### src/sv/join_pair_selection_flags_macros.svh
// ----------------------------------------------------------------------------
// join_pair_selection_flags_macros
// Assertion helpers shared by the join pair selection block.
// ----------------------------------------------------------------------------
`ifndef JOIN_PAIR_SELECTION_FLAGS_MACROS_SVH
`define JOIN_PAIR_SELECTION_FLAGS_MACROS_SVH

// same-cycle implication, quiet during reset
`define JPSF_ASSERT_NOW(label, ante, cons, msg) \
  label: assert property (@(posedge clk) disable iff (rst) (ante) |-> (cons)) \
    else $error(msg);

// next-cycle implication, quiet during reset
`define JPSF_ASSERT_NEXT(label, ante, cons, msg) \
  label: assert property (@(posedge clk) disable iff (rst) (ante) |=> (cons)) \
    else $error(msg);

`endif

### src/sv/jpsf_pkg.sv
// ----------------------------------------------------------------------------
// jpsf_pkg
// Shared types, codes and mode decode for the join pair selection block.
// ----------------------------------------------------------------------------
package jpsf_pkg;

  // default table sizes
  localparam int PROBE_ROWS_DEFAULT = 65536;
  localparam int BUILD_ROWS_DEFAULT = 65536;

  // flag memories hold one flag bit per row, WORD_BITS flags to a word
  localparam int WORD_BITS = 32;
  localparam int OFF_W     = 5;

  // item kinds
  typedef enum logic [1:0] {
    KIND_PAIR        = 2'd0,
    KIND_CLEAR       = 2'd1,
    KIND_QUERY_PROBE = 2'd2,
    KIND_QUERY_BUILD = 2'd3
  } item_kind_t;

  // register indexes
  localparam logic [1:0] REG_JOIN_KIND       = 2'd0;
  localparam logic [1:0] REG_JOIN_STRICTNESS = 2'd1;
  localparam logic [1:0] REG_BUILD_FLAGS     = 2'd2;
  localparam logic [1:0] REG_UNMATCHED_BUILD = 2'd3;

  // join kinds
  localparam logic [2:0] JK_INNER = 3'd0;
  localparam logic [2:0] JK_LEFT  = 3'd1;
  localparam logic [2:0] JK_RIGHT = 3'd2;
  localparam logic [2:0] JK_FULL  = 3'd3;
  localparam logic [2:0] JK_CROSS = 3'd4;
  localparam logic [2:0] JK_COMMA = 3'd5;

  // join strictness
  localparam logic [2:0] ST_ALL       = 3'd0;
  localparam logic [2:0] ST_ANY       = 3'd1;
  localparam logic [2:0] ST_SEMI      = 3'd2;
  localparam logic [2:0] ST_RIGHT_ANY = 3'd3;
  localparam logic [2:0] ST_ANTI      = 3'd4;

  // selection rule
  typedef enum logic [2:0] {
    SEL_ALL,
    SEL_FIRST_PROBE,
    SEL_FIRST_BUILD,
    SEL_BOTH,
    SEL_NONE,
    SEL_BAD
  } sel_t;

  typedef struct packed {
    sel_t sel;
    logic claim;
    logic err;
    logic early;
    logic keep_up;
    logic track;
  } mode_t;

  // controller to datapath
  typedef struct packed {
    logic take;
    logic read;
    logic sweep;
    logic sweep_all;
    logic decide;
    logic emit;
  } dp_cmd_t;

  // datapath to controller
  typedef struct packed {
    logic sweep_last;
    logic clear_item;
  } dp_status_t;

  // derive the selection rule and its side flags from the mode registers
  function automatic mode_t decode_mode(logic [2:0] jk, logic [2:0] js,
                                        logic bfk, logic ubw);
    mode_t m;
    sel_t  s;
    if (jk > JK_COMMA) begin
      s = SEL_BAD;
    end else if (jk == JK_CROSS || jk == JK_COMMA) begin
      s = SEL_ALL;
    end else begin
      unique case (js)
        ST_ALL:       s = SEL_ALL;
        ST_ANY:       s = (jk == JK_INNER) ? SEL_BOTH :
                          (jk == JK_RIGHT) ? SEL_FIRST_BUILD : SEL_FIRST_PROBE;
        ST_SEMI:      s = (jk == JK_RIGHT) ? SEL_FIRST_BUILD : SEL_FIRST_PROBE;
        ST_RIGHT_ANY: s = SEL_FIRST_PROBE;
        ST_ANTI:      s = SEL_NONE;
        default:      s = SEL_BAD;
      endcase
    end
    m.sel   = s;
    m.claim = (s == SEL_FIRST_BUILD) || (s == SEL_BOTH);
    m.err   = (s == SEL_BAD) || (m.claim && !bfk);
    m.early = (s != SEL_ALL) && (s != SEL_FIRST_BUILD) && !ubw;
    if (js == ST_SEMI) begin
      m.keep_up = 1'b0;
    end else if (js == ST_ANTI) begin
      m.keep_up = (jk == JK_LEFT);
    end else begin
      m.keep_up = (jk == JK_LEFT) || (jk == JK_FULL);
    end
    m.track = m.keep_up || m.early || (s == SEL_FIRST_PROBE) || (s == SEL_BOTH);
    return m;
  endfunction

endpackage

### src/sv/jpsf_ctrl.sv
// ----------------------------------------------------------------------------
// jpsf_ctrl
// Controller: reset clearing pass, item sequencing and output word valid.
// ----------------------------------------------------------------------------
`include "join_pair_selection_flags_macros.svh"

module jpsf_ctrl
  import jpsf_pkg::*;
(
  input  logic       clk,
  input  logic       rst,
  input  logic       item_valid,
  output logic       item_stall,
  output logic       result_valid,
  input  logic       result_stall,
  input  dp_status_t status,
  output dp_cmd_t    cmd
);

  typedef enum logic [2:0] {
    S_INIT,
    S_IDLE,
    S_READ,
    S_CLEAR,
    S_DECIDE,
    S_EMIT
  } state_t;

  state_t state;
  state_t state_next;
  logic   out_free;
  logic   accept;
  logic   result_valid_next;

  assign item_stall = (state != S_IDLE);
  assign accept     = item_valid && !item_stall;
  assign out_free   = !result_valid || !result_stall;

  // commands follow the state
  always_comb begin
    cmd           = '0;
    cmd.take      = accept;
    cmd.read      = (state == S_READ);
    cmd.sweep     = (state == S_INIT) || (state == S_CLEAR);
    cmd.sweep_all = (state == S_INIT);
    cmd.decide    = (state == S_DECIDE);
    cmd.emit      = (state == S_EMIT) && out_free;
  end

  // next state
  always_comb begin
    state_next = state;
    unique case (state)
      S_INIT:   if (status.sweep_last) state_next = S_IDLE;
      S_IDLE:   if (accept) state_next = S_READ;
      S_READ:   state_next = status.clear_item ? S_CLEAR : S_DECIDE;
      S_CLEAR:  if (status.sweep_last) state_next = S_DECIDE;
      S_DECIDE: state_next = S_EMIT;
      S_EMIT:   if (out_free) state_next = S_IDLE;
      default:  state_next = S_INIT;
    endcase
  end

  assign result_valid_next = cmd.emit || (result_valid && result_stall);

  // state and output valid
  always_ff @(posedge clk) begin
    if (rst) begin
      state        <= S_INIT;
      result_valid <= 1'b0;
    end else begin
      state        <= state_next;
      result_valid <= result_valid_next;
    end
  end

  // checks
  `JPSF_ASSERT_NEXT(a_accept_busy, accept, state == S_READ, "accepted item not started")
  `JPSF_ASSERT_NOW(a_emit_free, cmd.emit, !(result_valid && result_stall), "emit over held word")
  `JPSF_ASSERT_NEXT(a_emit_shows, cmd.emit, result_valid && state == S_IDLE, "emitted word lost")
  `JPSF_ASSERT_NOW(a_init_no_decide, state == S_INIT, !cmd.decide && !result_valid, "work during init")

endmodule

### config.mk
export PLATFORM = sky130hd
export DESIGN_NAME = jpsf_ctrl
export DESIGN_NICKNAME = d
export VERILOG_FILES = /design/src/sv/jpsf_pkg.sv /design/src/sv/jpsf_ctrl.sv
export VERILOG_INCLUDE_DIRS = /design/src /design/src/sv
export SDC_FILE = /design/constraint.sdc
export NUM_CORES = 1
export LEC_CHECK = 0
export ABC_AREA = 1
export BUFFER_PORTS_ARGS = -buffer_cell sky130_fd_sc_hd__buf_4
export CORE_AREA = 2 2 39 41
export CTS_CLUSTER_SIZE = 24
export DETAILED_ROUTE_END_ITERATION = 16
export DIE_AREA = 0 0 41 43
export GPL_ROUTABILITY_DRIVEN = 0
export PLACE_DENSITY = 0.55
export SKIP_LAST_GASP = 1
export SYNTH_ARGS = -nofsm -noshare
export SYNTH_HDL_FRONTEND = slang
export SYNTH_SLANG_ARGS = --single-unit
### constraint.sdc
create_clock -name clk -period 1.3 [get_ports clk]
set_input_delay 0.195 -clock clk [delete_from_list [all_inputs] [get_ports clk]]
set_output_delay 0.195 -clock clk [all_outputs]
set_load 0.01 [all_outputs]
# After elaboration in Yosys (flattened, before gate mapping)
# Cells that the tools add are included.
dict set report op_classes {
  eq_ne 10
  n_reduce_logical 11
  mux 6
}
# operator n
set op_table {}
lappend op_table {{3-bit case mux with 6 select lines} 1}
lappend op_table {{3-bit two-way mux} 5}
lappend op_table {{2-bit != test, second input constant} 4}
lappend op_table {{3-bit by 2-bit == test with 1-bit output, second input constant} 2}
lappend op_table {{3-bit == test, second input constant} 2}
lappend op_table {{4-bit AND reduction} 1}
lappend op_table {{3-bit by 1-bit == test with 1-bit output, second input constant} 1}
lappend op_table {{1-bit logical AND} 3}
lappend op_table {{1-bit logical NOT} 3}
lappend op_table {{3-bit logical NOT} 1}
lappend op_table {{1-bit logical OR} 3}
lappend op_table {{3-bit by 1-bit != test with 1-bit output, second input constant} 1}
dict set report word_totals {
  out_inout_bits 8
  regBits 4
  word_cells 29
  input_bits 6
}

# Depth between registers and ports, before layout
# Gate-level depths: netlist (run 1).
dict set report logic_depth {
  word_depth 5
  depth_mapped 9
  mapped_depth_nobuf 9
}

# Worst setup path before layout (run 1)
# No wires, ideal clock.
dict set report synth_timing {
  path_type {reg-to-reg}
  from {register state[1]}
  to {register state[1]}
  setup_ns 0.113
  path_buffers 0
  arrival_ns 0.929
  synth_period_minus_slack_ns 1.042
  required_time_ns 1.187
  path_stages_with_launch 8
  slack_ns 0.258
  path_cell_list {dfxtp_1 inv_2 nand3_2 nor2_1 nor2_1 nand3_1 nand2_1 nor2_1}
}
dict set report synth_via {
  elab_chain_cells 5
  elab_cells_between_ends 15
  cone_classes {eq/ne (10); mux (1); reduce/logical (4)}
}
# element line
set synth_rtl {}
lappend synth_rtl {{from (decl)} jpsf_ctrl.sv:29} ;# state_t state;
lappend synth_rtl {{from (signal assigned)} jpsf_ctrl.sv:72} ;# state <= state_next;
lappend synth_rtl {{3-bit by 1-bit != test with 1-bit output} jpsf_ctrl.sv:35} ;# assign item_stall = (state != S_IDLE);
lappend synth_rtl {{via item_stall} jpsf_ctrl.sv:13} ;# output logic item_stall,
lappend synth_rtl {{1-bit logical NOT} jpsf_ctrl.sv:36} ;# assign accept = item_valid && !item_stall;
lappend synth_rtl {{1-bit logical AND} jpsf_ctrl.sv:36}
lappend synth_rtl {{2-bit != test (no source line)} n/a}
lappend synth_rtl {{4-bit AND reduction (no source line)} n/a}
# The timed path passes the listed nets, and every way through them passes these cells.
# A chain may end at the register's enable or synchronous reset.

==> impl_metrics.tcl, run 1 <==
set metrics [dict create \
    cp.arrival_ps 1050 \
    drc 0 \
    fillers 149 \
    synthAdderAreaFrac 0 \
    start_util 0.263 \
    syn_inst 61 \
    critPathCapture "cmd[1]" \
    cts_buffers 3 \
    seqCellArea_um2 83.8 \
    vdd_drop_max_v 0.00117 \
    regToRegStartpoint "state[0]" \
    critPathKind "flip-flop to output port" \
    ys_types 16 \
    cts_hold_buffers 0 \
    grt_pass1_wl_um 1360 \
    fin_nets 86 \
    synth_top_family_by_area "simple AND/OR/NAND/NOR gates" \
    core_um2 1380 \
    cap_violations 0 \
    slew_headroom 0.887 \
    diodes 0 \
    gr-total-overflow 0 \
    dpl.hpwl_um 643 \
    track_usage 0.114 \
    cts.sinks 4 \
    cellPowerDensity_nw_per_um2 2130 \
    dr_total_vias 400 \
    finClkSkew_ps 2.83 \
    dp_cells 89 \
    ys_seq_area_frac 0.220 \
    maxSlewViolCount 0 \
    worst_ep_required_time_ps 1110 \
    grt_max_degree 9 \
    areaGrowthSynthToFinish_pct 47.1 \
    multiInputGateArea_um2 234 \
    final_cells 94 \
    die_h_um 43 \
    yosys-mux-area-fraction 0 \
    synth_compound_area_frac 0.0515 \
    cts_tree "built" \
    cts-htree-levels 1 \
    antenna_found_initial 0 \
    synthSimpleGateAreaFrac 0.536 \
    drive_above_1_share 0.474 \
    setup_viol 0 \
    p_leak_nw 0.301 \
    whs_path_depth 2 \
    port_buffers 13 \
    ant_nets 0 \
    tightestPinTransition_ps 169 \
    clockBufferDepth 2 \
    critPathLaunch "state[0]" \
    critPathMaxFanout 7 \
    clkLatencyLatePin_ps 230 \
    hp-class "primary input to flip-flop" \
    crit_path_start_kind "flip-flop" \
    yosys.area.top_type_share 0.220 \
    r2r-end "state[1]" \
    grt_pass1_vias 357 \
    io_pins 14 \
    clk_pin_slew_ps 40 \
    clock.fmax_ghz 0.803 \
    synth_warnings 0 \
    total_power_mw 1.14 \
    r2r_slack_ps 160 \
    firstDrtPassIters 4 \
    dieArea_um2 1760 \
    avgSynthCellArea_um2 5.97 \
    grt_setup_unrepaired "yes" \
    min_period_over_period 0.958 \
    worst-r2r-cell-count 9 \
    synth_seq_cells 4 \
    num_rows 14 \
    drtIter0Drc 8 \
    yosys.area.top_type "dfxtp_1" \
    syn-num-nets 67 \
    status "finished, final reports clean" \
    root_buffer "clkbuf_4" \
    min_period_ps 1250 \
    hold_viol_final 0 \
    synth_xor_area_frac 0 \
    endpoint_kind "output port" \
    die_w_um 41 \
    wl_per_cell_um 7.98 \
    wl_um 750 \
    synthTopCellsByArea "dfxtp_1 22%, nor2_1 18%, inv_1 10%, nand2_1 10%, nand3_1 5.5%" \
    vias_per_cell 4.26 \
    syn_area_um2 364 \
]
==> state kept, by name, indices dropped and copies added (netlist names) <==
register and flops:
state 3, result_valid 1
==> stage by stage <==
step	hold slack, ps	util	setup TNS [ps]	instance area [um2]	setup WS [ps]
finish	122	0.387	0	536	54.6
global route	109	0.387	-44.1	536	-19.1
CTS	115	0.357	0	494	3.42
detailed placement	366	0.338	0	468	183
global placement	365	0.338	0	468	172
floorplan	264	-	0	364	258
==> cells by family after synthesis <==
logic type             Yosys count
DFF                              4
buffers and inverters           15
and+or+nand+nor                 39
AOI/OAI and AO/OA                3
==> worst max-delay path, stage by stage (launching register included) <==
cell and delay [ps]:
dfxtp_2 330, buf_6 140, nor3_2 200, buf_4 150
==> per-layer routing <==
metal	share of wire	wire, um	vias up	track usage
met4	0	0	0	0.0600
li1	-	-	217	-
met1	0.44	330	171	0.135
met2	0.49	367	12	0.169
met3	0.069	52	0	0.0471
met5	0	0	-	0
==> synth_stat cells (all sizes together) <==
| cell | n |
|---|---|
| nor2 | 18 |
| inv | 13 |
| nand2 | 13 |
| nand3 | 6 |
| dfxtp | 4 |
| a21oi | 2 |
| buf | 1 |
| clkbuf | 1 |
| nand4 | 1 |
| nor3 | 1 |
| o21ai | 1 |
==> layout make-up <==
cell class | count | share of cell area
sequential | 4 | 0.157
tap | 16 | 0.0374
clock buffer | 3 | 0.0421
multi-input combinational | 42 | 0.437
inverter | 13 | 0.0958
timing repair buffer | 16 | 0.231
==> power breakdown <==
| group | internal, mW | switching, mW |
|---|---|---|
| registers | 0.172 | 0.0544 |
| logic | 0.349 | 0.407 |
| clock network | 0.103 | 0.0520 |
| total | 0.624 | 0.514 |
==> worst min-delay path by stage <==
stage	startpoint	to	slack [ps]
floorplan	rst	result_valid	260
global placement	rst	result_valid	370
detailed placement	rst	result_valid	370
CTS	rst	result_valid	120
global route	rst	result_valid	110
finish	rst	result_valid	120
==> repair_timing <==
item,in CTS,in global routing
resized for setup,1,9
endpoints found under the setup margin,1,6
setup buffers,0,2
gates cloned,0,0
==> placed cells by master (no fill, tap or decap) <==
master,count
nor2_2,3
clkbuf_4,3
nand2_1,10
nand2_2,3
nor3_2,1
inv_1,10
nand3_1,3
buf_6,1
dfxtp_1,1
nand3_2,1
dfxtp_2,3
nor2_4,1
nor2_1,14
buf_4,15
a21oi_1,2
nand3_4,2
inv_4,1
o21ai_2,1
nand4_1,1
inv_2,2
(Power assumes the default switching activity.)
==> run 2, diff against run 1 <==
Clock period 1.3 ns to 1.15 ns, I/O delays scaled along.
==> run 2 against run 1 <==
  * The run now ends with negative setup slack left
  * Combinational power increased by 26%
  * Total power grew 24%
  * Clock power rose by 12%
  * Global-route usage down 1.3 points
  * Utilization increased by 4.0 points
  * Routed wire length is 7.1% higher
  * Sequential power up 28%
  * First-iteration DRC count fell by 88%
  * Setup slack worse by 96 ps
  * Count of clock-buffer cells in the layout stayed put
  * Critical path type unchanged
  * Largest cell class unchanged
==> impl_metrics.tcl, run 2 (same netlist as run 1, synthesis figures left out) <==
set metrics [dict create \
    setup_viol 6 \
    hp-class "primary input to flip-flop" \
    switching_share 0.429 \
    largest_register "state" \
    r2r_slack_ps 90 \
    cts.sinks 4 \
    critPathLaunch "state[1]" \
    areaGrowthSynthToFinish_pct 62.2 \
    tightestPinTransition_ps 166 \
    drtIter0Drc 1 \
    core_um2 1380 \
    worst_slack_ps -41.4 \
    cellPowerDensity_nw_per_um2 2390 \
    cap_violations 0 \
    total_power_mw 1.41 \
    diodes 0 \
    wl_um 803 \
    cts_buffers 3 \
    seqCellArea_um2 88.8 \
    dr_total_vias 413 \
    gr-total-overflow 0 \
    dieArea_um2 1760 \
    die_h_um 43 \
    die_w_um 41 \
    crit_path_cell_trace "inv_4 > nand3_4 > nor2_4 > buf_6" \
    violations "negative setup slack" \
    vias_per_cell 4.21 \
    combPwrFrac 0.673 \
    status "complete, but fails checks" \
    drive_above_1_share 0.476 \
    firstDrtPassIters 2 \
    crit_path_start_kind "flip-flop" \
    clk_pin_slew_ps 40 \
    start_util 0.263 \
    hold_viol_final 0 \
    min_period_ps 1190 \
    regToRegStartpoint "state[0]" \
    cp.arrival_ps 1020 \
    slowest_delay_ps 370 \
    p_clk_frac 0.123 \
    p_int_uw 807 \
    finClkSkew_ps 4.27 \
    num_rows 14 \
    design_area_um2 591 \
    grt_pass1_wl_um 1200 \
    wl_per_cell_um 8.19 \
    clkLatencyLatePin_ps 230 \
    tns_ps -148 \
    place_area_um2 490 \
    critPathKind "flip-flop to output port" \
    p_seq_frac 0.204 \
    fin_nets 90 \
    track_usage 0.101 \
    grt_max_degree 9 \
    vdd_drop_max_v 0.00100 \
    fillers 156 \
    worst_ep_required_time_ps 980 \
    drc 0 \
    critPathMaxFanout 7 \
    largest_reg_flops 3 \
    critPathSlowestCell "dfxtp_4" \
    root_buffer "clkbuf_4" \
    endpoint_kind "output port" \
    min_period_over_period 1.04 \
    cts-htree-levels 1 \
    cts_hold_buffers 0 \
    maxSlewViolCount 0 \
    port_buffers 13 \
    multiInputGateArea_um2 240 \
    cts_tree "built" \
    largestRegisters "state: 3 flops, result_valid: 1 flops" \
    p_leak_nw 0.323 \
    grt_setup_unrepaired "yes" \
    antenna_found_initial 0 \
    ant_nets 0 \
    final_cell_mix "16 x nor2_1, 16 x buf_4, 10 x nand2_1, 10 x inv_1, 4 x buf_6" \
    dpl.hpwl_um 615 \
    slew_headroom 0.889 \
    critPathCapture "cmd[0]" \
    grt_pass1_vias 330 \
    clockBufferDepth 2 \
    io_pins 14 \
    p_sw_uw 606 \
    whs_path_depth 2 \
    clock.fmax_ghz 0.839 \
    r2r-end "state[2]" \
    worst-r2r-cell-count 7 \
]
run 2: repair_timing:
item,4_1_cts,5_1_grt
buffers inserted,2,1
pin swaps,2,3
gates resized for setup,12,4
endpoints found under the setup margin,7,7
run 2: how the worst min path moves through the flow:
| stage | start | to | slack [ps] |
|---|---|---|---|
| after floorplan | rst | result_valid | 240 |
| after global placement | rst | result_valid | 340 |
| after detailed placement | rst | result_valid | 350 |
| after CTS | rst | result_valid | 90 |
| after global routing | rst | result_valid | 80 |
| final | rst | result_valid | 100 |
run 2: layer usage:
| layer | GRT usage | part of all wire | vias up |
|---|---|---|---|
| met1 | 0.115 | 0.47 | 178 |
| met2 | 0.147 | 0.48 | 10 |
| met4 | 0.0400 | 0 | 0 |
| met5 | 0 | 0 | - |
| met3 | 0.0628 | 0.049 | 0 |
| li1 | - | - | 225 |
run 2: final cells by class:
cell class,instances,share of cell area
Multi-Input combinational cell,42,0.407
Timing Repair Buffer,20,0.280
Sequential cell,4,0.150
Inverter,13,0.0911
Clock buffer,3,0.0381
Tap cell,16,0.0339
run 2: power by group through the flow:
stage	registers (mW)	logic, mW	clock network (mW)
floorplan	0.227	0.563	0
global placement	0.251	0.814	0
global route	0.299	1.05	0.198
CTS	0.287	0.929	0.186
detailed placement	0.249	0.819	0
finish	0.289	0.951	0.173
run 2: metrics by stage:
step,utilization,cells,worst slack (ps),hold WS (ps)
2_1_floorplan,-,61,108,242
3_3_place_gp,0.354,92,-15.7,343
3_5_place_dp,0.354,92,6.18,346
4_1_cts,0.410,97,-58.9,91.3
5_1_grt,0.427,98,-109,83.5
6_report,0.427,98,-41.4,99.3
run 2: critical path, delay by kind of cell (launching register included):
kind / cells / cell delay (ps)
buffers and inverters: 2 / 190
DFF: 1 / 370
and+or+nand+nor: 2 / 220
==> run 3, diff against run 2 <==
Settings changed: BUFFER_PORTS_ARGS -buffer_cell sky130_fd_sc_hd__buf_4 to -buffer_cell sky130_fd_sc_hd__buf_2, REMOVE_ABC_BUFFERS from default to 1.
==> run 3 against run 2 <==
  * Sequential share of layout area grew 0.53 points
  * Clock power grew 3%
  * Clock skew decreased by 2.6 ps
  * The run still ends with negative setup slack left
  * Largest cell class unchanged
  * Combinational power decreased by 3.5%
  * Critical endpoint is now cmd[1]
==> impl_metrics.tcl, run 3 (same netlist as run 1, synthesis figures left out) <==
set metrics [dict create \
    critPathMaxFanout 5 \
    drtIter0Drc 2 \
    clk_pin_slew_ps 40 \
    grt_max_degree 9 \
    io_pins 14 \
    endpoint_kind "output port" \
    root_buffer "clkbuf_4" \
    largest_reg_flops 3 \
    critPathKind "flip-flop to output port" \
    dp_slack_ps 75.6 \
    dr_total_vias 403 \
    port_buffers 13 \
    gr-total-overflow 0 \
    worst-r2r-cell-count 10 \
    antenna_found_initial 0 \
    die_w_um 41 \
    clkLatencyLatePin_ps 230 \
    cts.sinks 4 \
    vias_per_cell 4.07 \
    num_rows 14 \
    grt_pass1_vias 400 \
    largest_register "state" \
    final_cell_mix "15 x nor2_1, 12 x buf_2, 10 x nand2_1, 10 x inv_1, 6 x buf_6" \
    min_period_over_period 1.05 \
    track_usage 0.119 \
    cts_buffers 3 \
    die_h_um 43 \
    whs_path_depth 2 \
    slew_headroom 0.879 \
    wl_um 846 \
    vdd_drop_max_v 0.000869 \
    layout_commonest_cell "nor2_1" \
    cts-htree-levels 1 \
    fin_nets 91 \
    p_leak_nw 0.326 \
    total_power_mw 1.37 \
    finClkSkew_ps 1.71 \
    core_um2 1380 \
    drc 0 \
    hold_viol_final 0 \
    ant_nets 0 \
    clock.fmax_ghz 0.828 \
    status "complete, but fails checks" \
    cellPowerDensity_nw_per_um2 2400 \
    diodes 0 \
    hp-class "primary input to flip-flop" \
    cap_violations 0 \
    worst_ep_required_time_ps 980 \
    tightestPinTransition_ps 182 \
    dieArea_um2 1760 \
    clockBufferDepth 2 \
    firstDrtPassIters 2 \
    largestRegisters "state: 3 flops, result_valid: 1 flops" \
    crit_path_start_kind "flip-flop" \
    worst_slack_ps -57.3 \
    areaGrowthSynthToFinish_pct 56.7 \
    cts_tree "built" \
    dpl.hpwl_um 653 \
    start_util 0.263 \
    grt_setup_unrepaired "yes" \
    violations "negative setup slack" \
    cp.arrival_ps 1030 \
    tns_ps -151 \
    setup_viol 4 \
    grt_pass1_wl_um 1430 \
    wl_per_cell_um 8.55 \
    maxSlewViolCount 0 \
    min_period_ps 1210 \
    drive_above_1_share 0.482 \
]
==> run 3: cell types whose count changed in the layout (fill, tap and decap cells not counted), sizes merged <==
cell	previous run	this run
buf	20	21
inv	13	12
clkinv	0	1
==> run 3: power by group <==
part,leakage [nW],internal (mW),total [mW],switching [mW]
registers,0.0345,0.205,0.273,0.0683
clock network,0.0138,0.117,0.178,0.0614
logic,0.277,0.429,0.918,0.489
==> run 3: per-stage QoR <==
stage	hold slack, ps	std cells	util	instance area, um2
2_1_floorplan	242	59	-	343
3_3_place_gp	349	93	0.336	465
3_5_place_dp	350	93	0.336	465
4_1_cts	101	99	0.397	549
5_1_grt	112	99	0.412	571
6_report	109	99	0.412	571
==> run 3: cell type report <==
type,count,area [um2]
inverter,13,56.3
tap,16,20.0
fill,161,813
multi-input combinational,42,233
timing repair buffer,21,150
sequential,4,88.8
clock buffer,3,22.5
==> run 3: path summary, 6_finish.rpt <==
check | from | end | slack [ps]
worst max-delay path | state[0] | cmd[1] | -60
worst min-delay path | rst | result_valid | 110
worst max register to register | state[0] | state[0] | 10
worst min register to register | result_valid | result_valid | 510
==> run 3: routing by layer <==
| layer | global-route usage | part of all wire |
|---|---|---|
| met5 | 0 | 0 |
| met4 | 0.0800 | 0 |
| met3 | 0.0157 | 0.027 |
| met2 | 0.191 | 0.51 |
| met1 | 0.138 | 0.46 |
==> run 3: repair_timing <==
action / 4_1_cts / 5_1_grt
gates resized for setup: 12 / 6
hold buffers: 0 / 0
pin swaps: 4 / 6
endpoints found under the setup margin: 7 / 11
buffers inserted: 3 / 0
==> run 3: critical path, stage by stage, from the launching register on <==
cell and delay, ps:
dfxtp_4 350, buf_6 130, nor3_4 170, buf_2 150
